[config.mk]
export PLATFORM = sky130hd
export DESIGN_NAME = differential_drive_odometry
export DESIGN_NICKNAME = d
export VERILOG_FILES = /design/src/odo_pkg.sv /design/src/differential_drive_odometry.sv /design/src/odo_mul.sv /design/src/odo_cordic.sv
export SDC_FILE = /design/constraint.sdc
export NUM_CORES = 2
export LEC_CHECK = 0
export ABC_AREA = 0
export BUFFER_PORTS_ARGS = -buffer_cell sky130_fd_sc_hd__buf_4
export CORE_ASPECT_RATIO = 1.2
export CORE_MARGIN = 2
export CORE_UTILIZATION = 40
export DETAILED_ROUTE_END_ITERATION = 8
export PLACE_DENSITY = 0.66
export SLEW_MARGIN = 10
export SYNTH_ARGS = -nofsm -noshare
export SYNTH_HDL_FRONTEND = slang
export SYNTH_HIERARCHICAL = 1
export SYNTH_SLANG_ARGS = --single-unit
[constraint.sdc]
create_clock -name clk -period 6.3 [get_ports clk]
set_clock_uncertainty 0.2 [all_clocks]
set_input_delay 0.315 -clock clk [delete_from_list [all_inputs] [get_ports clk]]
set_output_delay 0.315 -clock clk [all_outputs]
set_load 0.01 [all_outputs]
[src/odo_pkg.sv]
`timescale 1ns / 1ps
// ----------------------------------------------------------------------------
// odo_pkg
// Shared constants for the wheel odometry block.
// ----------------------------------------------------------------------------
package odo_pkg;

    localparam int CFG_IDX_W = 1;
    localparam logic [CFG_IDX_W-1:0] CFG_METERS_PER_TICK   = 1'b0;
    localparam logic [CFG_IDX_W-1:0] CFG_INVERSE_WHEEL_BASE = 1'b1;

    localparam logic [23:0] MPT_RESET = 24'd429497;
    localparam logic [15:0] IWB_RESET = 16'd8192;

    // 2^32 / pi
    localparam logic [31:0] INV_PI_Q32 = 32'd1367130551;
    // CORDIC gain, Q2.30
    localparam logic [33:0] GAIN_Q30 = 34'd652032874;

    localparam int ATAN_ENTRIES = 24;
    localparam int ATAN_IDX_W   = 5;
    localparam int CS_W         = 24;   // cos / sin, Q1.22
    localparam int CR_W         = 34;   // CORDIC datapath

    typedef logic [31:0] atan_t;

    // atan(2^-i) as a 32 bit binary angle
    localparam atan_t ATAN_TABLE [ATAN_ENTRIES] = '{
        32'h20000000, 32'h12E4051D, 32'h09FB385B, 32'h051111D4,
        32'h028B0D43, 32'h0145D7E1, 32'h00A2F61E, 32'h00517C55,
        32'h0028BE53, 32'h00145F2E, 32'h000A2F98, 32'h000517CC,
        32'h00028BE6, 32'h000145F3, 32'h0000A2F9, 32'h0000517C,
        32'h000028BE, 32'h0000145F, 32'h00000A2F, 32'h00000517,
        32'h0000028B, 32'h00000145, 32'h000000A2, 32'h00000051
    };

endpackage

[src/differential_drive_odometry.sv]
`timescale 1ns / 1ps
// ----------------------------------------------------------------------------
// differential_drive_odometry
// Dead-reckoning pose tracker for a two-wheeled robot.
// ----------------------------------------------------------------------------
// One request at a time. A reset request (req_type = 1) goes to ST_DONE and is
// answered from there once the output is free. An encoder sample runs through
// bit-serial multipliers and an iterative CORDIC, one bit or one rotation per
// cycle: first the distance and tick difference, then the turn in radians,
// the binary-angle step, cos/sin and the x/y moves, in that order. The next
// request is taken as soon as the sequencer is back in idle, even while the
// last result still waits on the output.
// ----------------------------------------------------------------------------
module differential_drive_odometry #(
    parameter int CORDIC_STEPS = 16,
    parameter int ANGLE_BITS   = 16
) (
    input  logic                          clk,
    input  logic                          rst_n,
    input  logic                          cfg_we,
    input  logic [odo_pkg::CFG_IDX_W-1:0] cfg_index,
    input  logic [23:0]                   cfg_data,
    input  logic                          in_valid,
    output logic                          in_ready,
    input  logic                          req_type,
    input  logic [31:0]                   left_position,
    input  logic [31:0]                   right_position,
    output logic                          out_valid,
    input  logic                          out_ready,
    output logic signed [31:0]            pose_x,
    output logic signed [31:0]            pose_y,
    output logic signed [15:0]            heading
);

    import odo_pkg::*;

    localparam logic [2:0] ST_IDLE = 3'd0;
    localparam logic [2:0] ST_DIST = 3'd1;
    localparam logic [2:0] ST_RAD  = 3'd2;
    localparam logic [2:0] ST_STEP = 3'd3;
    localparam logic [2:0] ST_ROT  = 3'd4;
    localparam logic [2:0] ST_MOVE = 3'd5;
    localparam logic [2:0] ST_DONE = 3'd6;

    localparam int STEP_LO = 61 - ANGLE_BITS;

    logic [2:0]            state_reg, state_next;
    logic [23:0]           mpt_reg;
    logic [15:0]           iwb_reg;
    logic [31:0]           last_left_reg, last_right_reg;
    logic signed [31:0]    pos_x_reg, pos_x_next;
    logic signed [31:0]    pos_y_reg, pos_y_next;
    logic [ANGLE_BITS-1:0] head_reg, head_next;
    logic [ANGLE_BITS-1:0] head_new_reg, head_new_next;
    logic                  clr_reg, clr_next;
    logic                  out_valid_reg, out_valid_next;

    logic                  accept;
    logic [31:0]           dl, dr;
    logic [32:0]           sum_a, diff_a;
    logic                  start_dist, start_step, start_rot, start_move;
    logic [57:0]           sum_p, diff_p;
    logic [56:0]           rad_p;
    logic [60:0]           step_p;
    logic [63:0]           x_p, y_p;
    logic                  sum_done, diff_done, rad_done, step_done, x_done, y_done;
    logic [CS_W-1:0]       cos_q, sin_q;
    logic                  rot_done;
    logic [ANGLE_BITS-1:0] head_sum;
    logic [63:0]           x_rnd, y_rnd;
    logic signed [31:0]    x_sat, y_sat;

    function automatic logic signed [31:0] sat_add(input logic signed [31:0] p,
                                                  input logic [41:0] inc);
        logic [42:0] s;
        s = {{11{p[31]}}, p} + {inc[41], inc};
        if (s[42:31] == {12{s[42]}})
            sat_add = s[31:0];
        else if (s[42])
            sat_add = 32'sh8000_0000;
        else
            sat_add = 32'sh7FFF_FFFF;
    endfunction

    assign in_ready = (state_reg == ST_IDLE);
    assign accept   = in_valid && in_ready;

    assign dl     = left_position - last_left_reg;
    assign dr     = right_position - last_right_reg;
    assign sum_a  = {dl[31], dl} + {dr[31], dr};
    assign diff_a = {dl[31], dl} - {dr[31], dr};

    assign start_dist = accept && !req_type;
    assign start_step = (state_reg == ST_RAD) && rad_done;
    assign start_rot  = (state_reg == ST_STEP) && step_done;
    assign start_move = (state_reg == ST_ROT) && rot_done;

    odo_mul #(.A_W(33), .B_W(24), .B_SIGNED(1'b0), .P_W(58)) u_mul_sum (
        .clk(clk), .rst_n(rst_n), .start(start_dist),
        .a(sum_a), .b(mpt_reg), .prod(sum_p), .done(sum_done)
    );

    odo_mul #(.A_W(33), .B_W(24), .B_SIGNED(1'b0), .P_W(58)) u_mul_diff (
        .clk(clk), .rst_n(rst_n), .start(start_dist),
        .a(diff_a), .b(mpt_reg), .prod(diff_p), .done(diff_done)
    );

    // turn in radians * 2^28
    odo_mul #(.A_W(41), .B_W(16), .B_SIGNED(1'b0), .P_W(57)) u_mul_rad (
        .clk(clk), .rst_n(rst_n), .start((state_reg == ST_DIST) && diff_done),
        .a(diff_p[56:16]), .b(iwb_reg), .prod(rad_p), .done(rad_done)
    );

    // only the low 61 bits matter for the binary angle
    odo_mul #(.A_W(57), .B_W(32), .B_SIGNED(1'b0), .P_W(61)) u_mul_step (
        .clk(clk), .rst_n(rst_n), .start(start_step),
        .a(rad_p), .b(INV_PI_Q32), .prod(step_p), .done(step_done)
    );

    assign head_sum = head_reg + step_p[60:STEP_LO];

    odo_cordic #(.CORDIC_STEPS(CORDIC_STEPS), .ANGLE_BITS(ANGLE_BITS)) u_cordic (
        .clk(clk), .rst_n(rst_n), .start(start_rot), .angle(head_sum),
        .cos_q(cos_q), .sin_q(sin_q), .done(rot_done)
    );

    odo_mul #(.A_W(40), .B_W(CS_W), .B_SIGNED(1'b1), .P_W(64)) u_mul_x (
        .clk(clk), .rst_n(rst_n), .start(start_move),
        .a(sum_p[56:17]), .b(cos_q), .prod(x_p), .done(x_done)
    );

    odo_mul #(.A_W(40), .B_W(CS_W), .B_SIGNED(1'b1), .P_W(64)) u_mul_y (
        .clk(clk), .rst_n(rst_n), .start(start_move),
        .a(sum_p[56:17]), .b(sin_q), .prod(y_p), .done(y_done)
    );

    assign x_rnd = x_p + 64'd2097152;
    assign y_rnd = y_p + 64'd2097152;
    assign x_sat = sat_add(pos_x_reg, x_rnd[63:22]);
    assign y_sat = sat_add(pos_y_reg, y_rnd[63:22]);

    always_comb
    begin
        state_next     = state_reg;
        pos_x_next     = pos_x_reg;
        pos_y_next     = pos_y_reg;
        head_next      = head_reg;
        head_new_next  = head_new_reg;
        clr_next       = clr_reg;
        out_valid_next = out_valid_reg;
        if (out_valid_reg && out_ready)
            out_valid_next = 1'b0;
        case (state_reg)
            ST_IDLE:
            begin
                if (accept)
                begin
                    clr_next   = req_type;
                    state_next = req_type ? ST_DONE : ST_DIST;
                end
            end
            ST_DIST:
            begin
                if (diff_done)
                    state_next = ST_RAD;
            end
            ST_RAD:
            begin
                if (rad_done)
                    state_next = ST_STEP;
            end
            ST_STEP:
            begin
                if (step_done)
                begin
                    head_new_next = head_sum;
                    state_next    = ST_ROT;
                end
            end
            ST_ROT:
            begin
                if (rot_done)
                    state_next = ST_MOVE;
            end
            ST_MOVE:
            begin
                if (x_done)
                    state_next = ST_DONE;
            end
            ST_DONE:
            begin
                if (!out_valid_reg || out_ready)
                begin
                    out_valid_next = 1'b1;
                    state_next     = ST_IDLE;
                    if (clr_reg)
                    begin
                        pos_x_next = '0;
                        pos_y_next = '0;
                        head_next  = '0;
                    end
                    else
                    begin
                        pos_x_next = x_sat;
                        pos_y_next = y_sat;
                        head_next  = head_new_reg;
                    end
                end
            end
            default:
            begin
                state_next = ST_IDLE;
            end
        endcase
    end

    always_ff @(posedge clk or negedge rst_n)
    begin
        if (!rst_n)
        begin
            state_reg      <= ST_IDLE;
            out_valid_reg  <= 1'b0;
            mpt_reg        <= MPT_RESET;
            iwb_reg        <= IWB_RESET;
            last_left_reg  <= '0;
            last_right_reg <= '0;
            pos_x_reg      <= '0;
            pos_y_reg      <= '0;
            head_reg       <= '0;
            clr_reg        <= 1'b0;
        end
        else
        begin
            state_reg     <= state_next;
            out_valid_reg <= out_valid_next;
            pos_x_reg     <= pos_x_next;
            pos_y_reg     <= pos_y_next;
            head_reg      <= head_next;
            clr_reg       <= clr_next;
            if (accept)
            begin
                last_left_reg  <= left_position;
                last_right_reg <= right_position;
            end
            if (cfg_we)
            begin
                case (cfg_index)
                    CFG_METERS_PER_TICK:    mpt_reg <= cfg_data;
                    CFG_INVERSE_WHEEL_BASE: iwb_reg <= cfg_data[15:0];
                    default:                mpt_reg <= mpt_reg;
                endcase
            end
        end
    end

    always_ff @(posedge clk)
    begin
        head_new_reg <= head_new_next;
    end

    assign out_valid = out_valid_reg;
    assign pose_x    = pos_x_reg;
    assign pose_y    = pos_y_reg;

    generate
        if (ANGLE_BITS >= 16)
        begin : g_head_wide
            assign heading = head_reg[ANGLE_BITS-1 -: 16];
        end
        else
        begin : g_head_narrow
            assign heading = {head_reg, {(16-ANGLE_BITS){1'b0}}};
        end
    endgenerate

    // unused completion flags of the paired multipliers
    logic unused_done;
    assign unused_done = sum_done ^ y_done;

endmodule

[src/odo_mul.sv]
`timescale 1ns / 1ps
// ----------------------------------------------------------------------------
// odo_mul
// Bit-serial shift-add multiplier, one multiplier bit per cycle, LSB first.
// ----------------------------------------------------------------------------
module odo_mul #(
    parameter int A_W      = 33,
    parameter int B_W      = 24,
    parameter bit B_SIGNED = 1'b0,
    parameter int P_W      = 58
) (
    input  logic           clk,
    input  logic           rst_n,
    input  logic           start,
    input  logic [A_W-1:0] a,
    input  logic [B_W-1:0] b,
    output logic [P_W-1:0] prod,
    output logic           done
);

    localparam int CNT_W = $clog2(B_W);
    localparam int EXT_W = P_W - A_W;

    logic [P_W-1:0]   mc_reg, mc_next;
    logic [B_W-1:0]   mp_reg, mp_next;
    logic [P_W-1:0]   acc_reg, acc_next;
    logic [CNT_W-1:0] cnt_reg, cnt_next;
    logic             busy_reg, busy_next;
    logic             done_reg, done_next;
    logic             last;
    logic [P_W-1:0]   partial;

    assign last    = (cnt_reg == CNT_W'(B_W - 1));
    assign partial = mp_reg[0] ? mc_reg : '0;

    always_comb
    begin
        mc_next   = mc_reg;
        mp_next   = mp_reg;
        acc_next  = acc_reg;
        cnt_next  = cnt_reg;
        busy_next = busy_reg;
        done_next = 1'b0;
        if (start)
        begin
            mc_next   = {{EXT_W{a[A_W-1]}}, a};
            mp_next   = b;
            acc_next  = '0;
            cnt_next  = '0;
            busy_next = 1'b1;
        end
        else if (busy_reg)
        begin
            // top bit of a signed multiplier carries negative weight
            if (B_SIGNED && last)
                acc_next = acc_reg - partial;
            else
                acc_next = acc_reg + partial;
            mc_next  = {mc_reg[P_W-2:0], 1'b0};
            mp_next  = {1'b0, mp_reg[B_W-1:1]};
            cnt_next = cnt_reg + 1'b1;
            if (last)
            begin
                busy_next = 1'b0;
                done_next = 1'b1;
            end
        end
    end

    always_ff @(posedge clk or negedge rst_n)
    begin
        if (!rst_n)
        begin
            busy_reg <= 1'b0;
            done_reg <= 1'b0;
            cnt_reg  <= '0;
        end
        else
        begin
            busy_reg <= busy_next;
            done_reg <= done_next;
            cnt_reg  <= cnt_next;
        end
    end

    always_ff @(posedge clk)
    begin
        mc_reg  <= mc_next;
        mp_reg  <= mp_next;
        acc_reg <= acc_next;
    end

    assign prod = acc_reg;
    assign done = done_reg;

endmodule

[src/odo_cordic.sv]
`timescale 1ns / 1ps
// ----------------------------------------------------------------------------
// odo_cordic
// Iterative rotation-mode CORDIC, one micro-rotation per cycle.
// ----------------------------------------------------------------------------
module odo_cordic #(
    parameter int CORDIC_STEPS = 16,
    parameter int ANGLE_BITS   = 16
) (
    input  logic                         clk,
    input  logic                         rst_n,
    input  logic                         start,
    input  logic [ANGLE_BITS-1:0]        angle,
    output logic [odo_pkg::CS_W-1:0]     cos_q,
    output logic [odo_pkg::CS_W-1:0]     sin_q,
    output logic                         done
);

    import odo_pkg::*;

    localparam int PAD_W = 32 - ANGLE_BITS;

    logic signed [CR_W-1:0] x_reg, x_next;
    logic signed [CR_W-1:0] y_reg, y_next;
    logic signed [CR_W-1:0] z_reg, z_next;
    logic [ATAN_IDX_W-1:0]  cnt_reg, cnt_next;
    logic                   busy_reg, busy_next;
    logic                   done_reg, done_next;
    logic                   flip_reg, flip_next;

    logic [31:0]            a32;
    logic signed [31:0]     z32;
    logic                   fold;
    logic [31:0]            a_fold;
    logic signed [CR_W-1:0] xs, ys, at;
    logic                   last;
    logic signed [CR_W-1:0] xf, yf;

    assign a32    = {angle, {PAD_W{1'b0}}};
    assign z32    = signed'(a32);
    assign fold   = (z32 > 32'sh4000_0000) || (z32 < -32'sh4000_0000);
    assign a_fold = fold ? (a32 + 32'h8000_0000) : a32;

    assign xs   = x_reg >>> cnt_reg;
    assign ys   = y_reg >>> cnt_reg;
    assign at   = {2'b00, ATAN_TABLE[cnt_reg]};
    assign last = (cnt_reg == ATAN_IDX_W'(CORDIC_STEPS - 1));

    always_comb
    begin
        x_next    = x_reg;
        y_next    = y_reg;
        z_next    = z_reg;
        cnt_next  = cnt_reg;
        busy_next = busy_reg;
        flip_next = flip_reg;
        done_next = 1'b0;
        if (start)
        begin
            x_next    = GAIN_Q30;
            y_next    = '0;
            z_next    = {{(CR_W-32){a_fold[31]}}, a_fold};
            cnt_next  = '0;
            flip_next = fold;
            busy_next = 1'b1;
        end
        else if (busy_reg)
        begin
            if (!z_reg[CR_W-1])
            begin
                x_next = x_reg - ys;
                y_next = y_reg + xs;
                z_next = z_reg - at;
            end
            else
            begin
                x_next = x_reg + ys;
                y_next = y_reg - xs;
                z_next = z_reg + at;
            end
            cnt_next = cnt_reg + 1'b1;
            if (last)
            begin
                busy_next = 1'b0;
                done_next = 1'b1;
            end
        end
    end

    always_ff @(posedge clk or negedge rst_n)
    begin
        if (!rst_n)
        begin
            busy_reg <= 1'b0;
            done_reg <= 1'b0;
            cnt_reg  <= '0;
        end
        else
        begin
            busy_reg <= busy_next;
            done_reg <= done_next;
            cnt_reg  <= cnt_next;
        end
    end

    always_ff @(posedge clk)
    begin
        x_reg    <= x_next;
        y_reg    <= y_next;
        z_reg    <= z_next;
        flip_reg <= flip_next;
    end

    // undo the half-turn fold, round half up to Q1.22
    assign xf = (flip_reg ? -x_reg : x_reg) + CR_W'(128);
    assign yf = (flip_reg ? -y_reg : y_reg) + CR_W'(128);

    assign cos_q = xf[CS_W+7:8];
    assign sin_q = yf[CS_W+7:8];
    assign done  = done_reg;

endmodule
==> results_tabular.tex <==
\begin{tabular}{lr}
\hline
Metric & Value \\
\hline
\multicolumn{2}{l}{\textbf{Global routing}} \\
Largest net degree at the start of global routing & between 100 and 150 \\
Global routing usage summed across all routing layers & roughly a fifth \\
Global-route wire length before repair & 433900 µm \\
Overflow left after global routing & 0 \\
Number of antenna violations at the first check in global routing & 5 \\
Via count of the first global-routing pass & between 80000 and 90000 \\
\multicolumn{2}{l}{\textbf{Layout}} \\
Final Net Count & 12540 \\
Leading cell types in the layout, fill and taps excluded & 1045 x sky130\_fd\_sc\_hd\_\_nand2\_1, 895 x sky130\_fd\_sc\_hd\_\_nor2\_1, 781 x sky130\_fd\_sc\_hd\_\_a21oi\_1, 720 x sky130\_fd\_sc\_hd\_\_o21ai\_0, 716 x sky130\_fd\_sc\_hd\_\_ha\_1 \\
Layout cells sized above 1 & about 15\% \\
Layout-stage area growth over the synthesis result & 13.09\% \\
Non-filler instance count after layout & 15170 \\
Most common library cell in the layout ignoring fill and taps & sky130\_fd\_sc\_hd\_\_nand2\_1 \\
\multicolumn{2}{l}{\textbf{Drt}} \\
Wire length reported by the detailed router & between 200000 and 300000 µm \\
Antenna-violating nets left & 0 \\
Detail-routed net length per standard cell & 18.03 µm \\
Average vias per placed instance & 5.597 \\
Number of design rule violations left after detail routing & 0 \\
Via count & between 80000 and 90000 \\
First drt pass iteration count & 6 \\
Iteration-0 DRC Markers & 5748 \\
\multicolumn{2}{l}{\textbf{Die}} \\
Initial Util & 40.19\% \\
Placeable core region & $\sim$0.25 mm² \\
I/O pin total & around 180 \\
Horizontal extent of the die & 461.1 µm \\
Rows & 201 \\
Overall die area & 0.2547 mm² \\
Die Ht & 552.5 µm \\
\multicolumn{2}{l}{\textbf{STA}} \\
Setup-failing EPs final & 0 \\
Clock period minus final worst setup slack & around 6000 ps \\
Measured slew at the worst slew-check pin & 1129 ps \\
Maximum clock frequency & 165.4 MHz \\
Worst hold-check slack & $\sim$64 ps \\
Final Cycle Share & 95.98\% \\
Final slew viol count & 0 \\
Endpoints failing hold & 0 \\
Max\_slew headroom & 24.58\% \\
Setup slack after layout & 253.5 ps \\
\multicolumn{2}{l}{\textbf{Worst hold path}} \\
Hold\_sp & cfg\_data[16] \\
Path class of the lowest-slack min-delay path & in -> reg \\
WHS Endpoint & mpt\_reg[16]\$\_DFFE\_PN0P\_ \\
Number of stages on the worst hold path & 3 \\
\multicolumn{2}{l}{\textbf{Placement}} \\
Routability congestion estimate from global placement & 0.9791 \\
Number of placed instances, taps included & about 15000 \\
Buffers added on ports & 176 \\
Detailed Place HPWL & 204300 µm \\
Worst setup slack before clock tree synthesis & -503.1 ps \\
\multicolumn{2}{l}{\textbf{Critical path}} \\
Max stage delay cell, worst path & sky130\_fd\_sc\_hd\_\_mux4\_2 \\
Source of the critical timing path & u\_cordic/cnt\_reg[2]\$\_DFFE\_PN0P\_ \\
Worst reg2reg startpoint & u\_cordic/cnt\_reg[2]\$\_DFFE\_PN0P\_ \\
Worst Path Required & 6760 ps \\
R2R Setup Slk & 250 ps \\
Worst Setup Start Kind & flip-flop \\
Crit Path Category & reg -> reg \\
Critical path data arrival time & 6510 ps \\
Worst R2R Path Depth & 25 \\
Top cell by count, worst path & sky130\_fd\_sc\_hd\_\_buf\_4 \\
Endpoint type of the worst setup path & flip-flop \\
Biggest fanout along the worst timing path & 9 \\
Reg-to-Reg End & u\_cordic/y\_reg[33]\$\_SDFFE\_PP0P\_ \\
Biggest cell delay along the critical path & 580 ps \\
\multicolumn{2}{l}{\textbf{Synth}} \\
Syn Inst Count & 11370 \\
Mean cell area of the mapped netlist & 8.819 µm² \\
Count of yosys warnings during synthesis & 6 \\
Netlist area before placement & 0.1003 mm² \\
\multicolumn{2}{l}{\textbf{Power}} \\
Clock power frac & between 40\% and 50\% \\
Sw Share & approximately 22\% \\
Total Power Consumption & approximately 18000 µW \\
Part of the total power dissipated in sequential elements & 46.7\% \\
Pwr dens & 156.5 mW/mm² \\
Leak Pwr & 0.04553 µW \\
Max IR drop VDD & 0.0002255 V \\
Net load switching power & 3978 µW \\
Cell Int Power & between 10000 and 15000 µW \\
Part of the total power dissipated in combinational logic & 3.9\% \\
\multicolumn{2}{l}{\textbf{Clocking}} \\
CTS tree & built \\
Maximum clock insertion buffer count & 4 \\
Clk sink count & 1218 \\
H-tree level count & 4 \\
Clk\_lat worst skew & between 800 and 900 ps \\
Number of buffers created by CTS & around 150 \\
Clock transition at the registers of the reported paths & 60 ps \\
Clock Root Buffer & sky130\_fd\_sc\_hd\_\_clkbuf\_16 \\
\multicolumn{2}{l}{\textbf{Flow run}} \\
MaxCap Viol Count & 0 \\
\multicolumn{2}{l}{\textbf{Status}} \\
Status & completed \\
\hline
\end{tabular}
==> routing by layer <==
layer | wire length [µm] | track usage [%]
met5 | 13 | 0
met2 | 131300 | 35.52
met1 | 117300 | 25.84
met3 | 13200 | 2.519
met4 | 11810 | 8.321
==> worst max path at each step <==
stage,depth (start not counted),slack [ps],end
after floorplan,29,40,u_cordic/z_reg[32]$_DFFE_PP_
after global placement,30,-510,u_mul_diff/mc_reg[31]$_DFFE_PP_
after detailed placement,30,-500,u_mul_diff/mc_reg[31]$_DFFE_PP_
after CTS,28,2,u_cordic/y_reg[33]$_SDFFE_PP0P_
after global routing,28,-40,u_mul_diff/mc_reg[31]$_DFFE_PP_
final,25,250,u_cordic/y_reg[33]$_SDFFE_PP0P_
==> power by group through the flow <==
stage | sequential, µW | combinational (µW) | clock [µW]
2_1_floorplan | 8440 | 385 | 0
3_3_place_gp | 8450 | 626 | 0
3_5_place_dp | 8450 | 628 | 0
4_1_cts | 8290 | 690 | 9040
5_1_grt | 8290 | 762 | 9290
6_report | 8290 | 692 | 8770
==> layout make-up <==
type / count / area, µm²
inverters: 476 / 1795
multi-input cells: 9101 / 65080
flip-flops and latches: 1218 / 31150
clock buffers: 200 / 4180
fillers: 24390 / 136100
repair buffers: 756 / 6245
well taps: 3349 / 4190
clock inverters: 71 / 750.7
diodes: 2 / 5.005
==> critical path: cells and delay by family, from the launching register on <==
family                   cells  cell delay (ps)
flip-flops                   1              510
AND/OR/NAND/NOR              9             1520
multiplexers                 2              920
AO/OA/AOI/OAI                6             1170
XOR/XNOR                     2              390
adder cells (fa/ha/maj)      2              470
buffers and inverters        4              700
==> through the flow <==
| stage | cell area [µm²] | util [%] | setup TNS, ps |
|---|---|---|---|
| floorplan | 100400 | - | 0 |
| global placement | 106800 | 42.81 | -1129 |
| detailed placement | 106800 | 42.81 | -1912 |
| CTS | 113000 | 45.30 | 0 |
| global route | 113400 | 45.45 | -137.6 |
| finish | 113400 | 45.45 | 0 |
==> repair_timing <==
| action | in CTS | in global routing |
|---|---|---|
| resized for setup | 7 | 74 |
| endpoints found under the hold margin | 403 | 0 |
| setup endpoints to repair | 3 | 133 |
| hold buffers | 122 | 0 |
| pin swaps | 1 | 27 |
| setup buffers | 1 | 15 |
| gates cloned | 0 | 0 |
(Power assumes the default switching activity.)
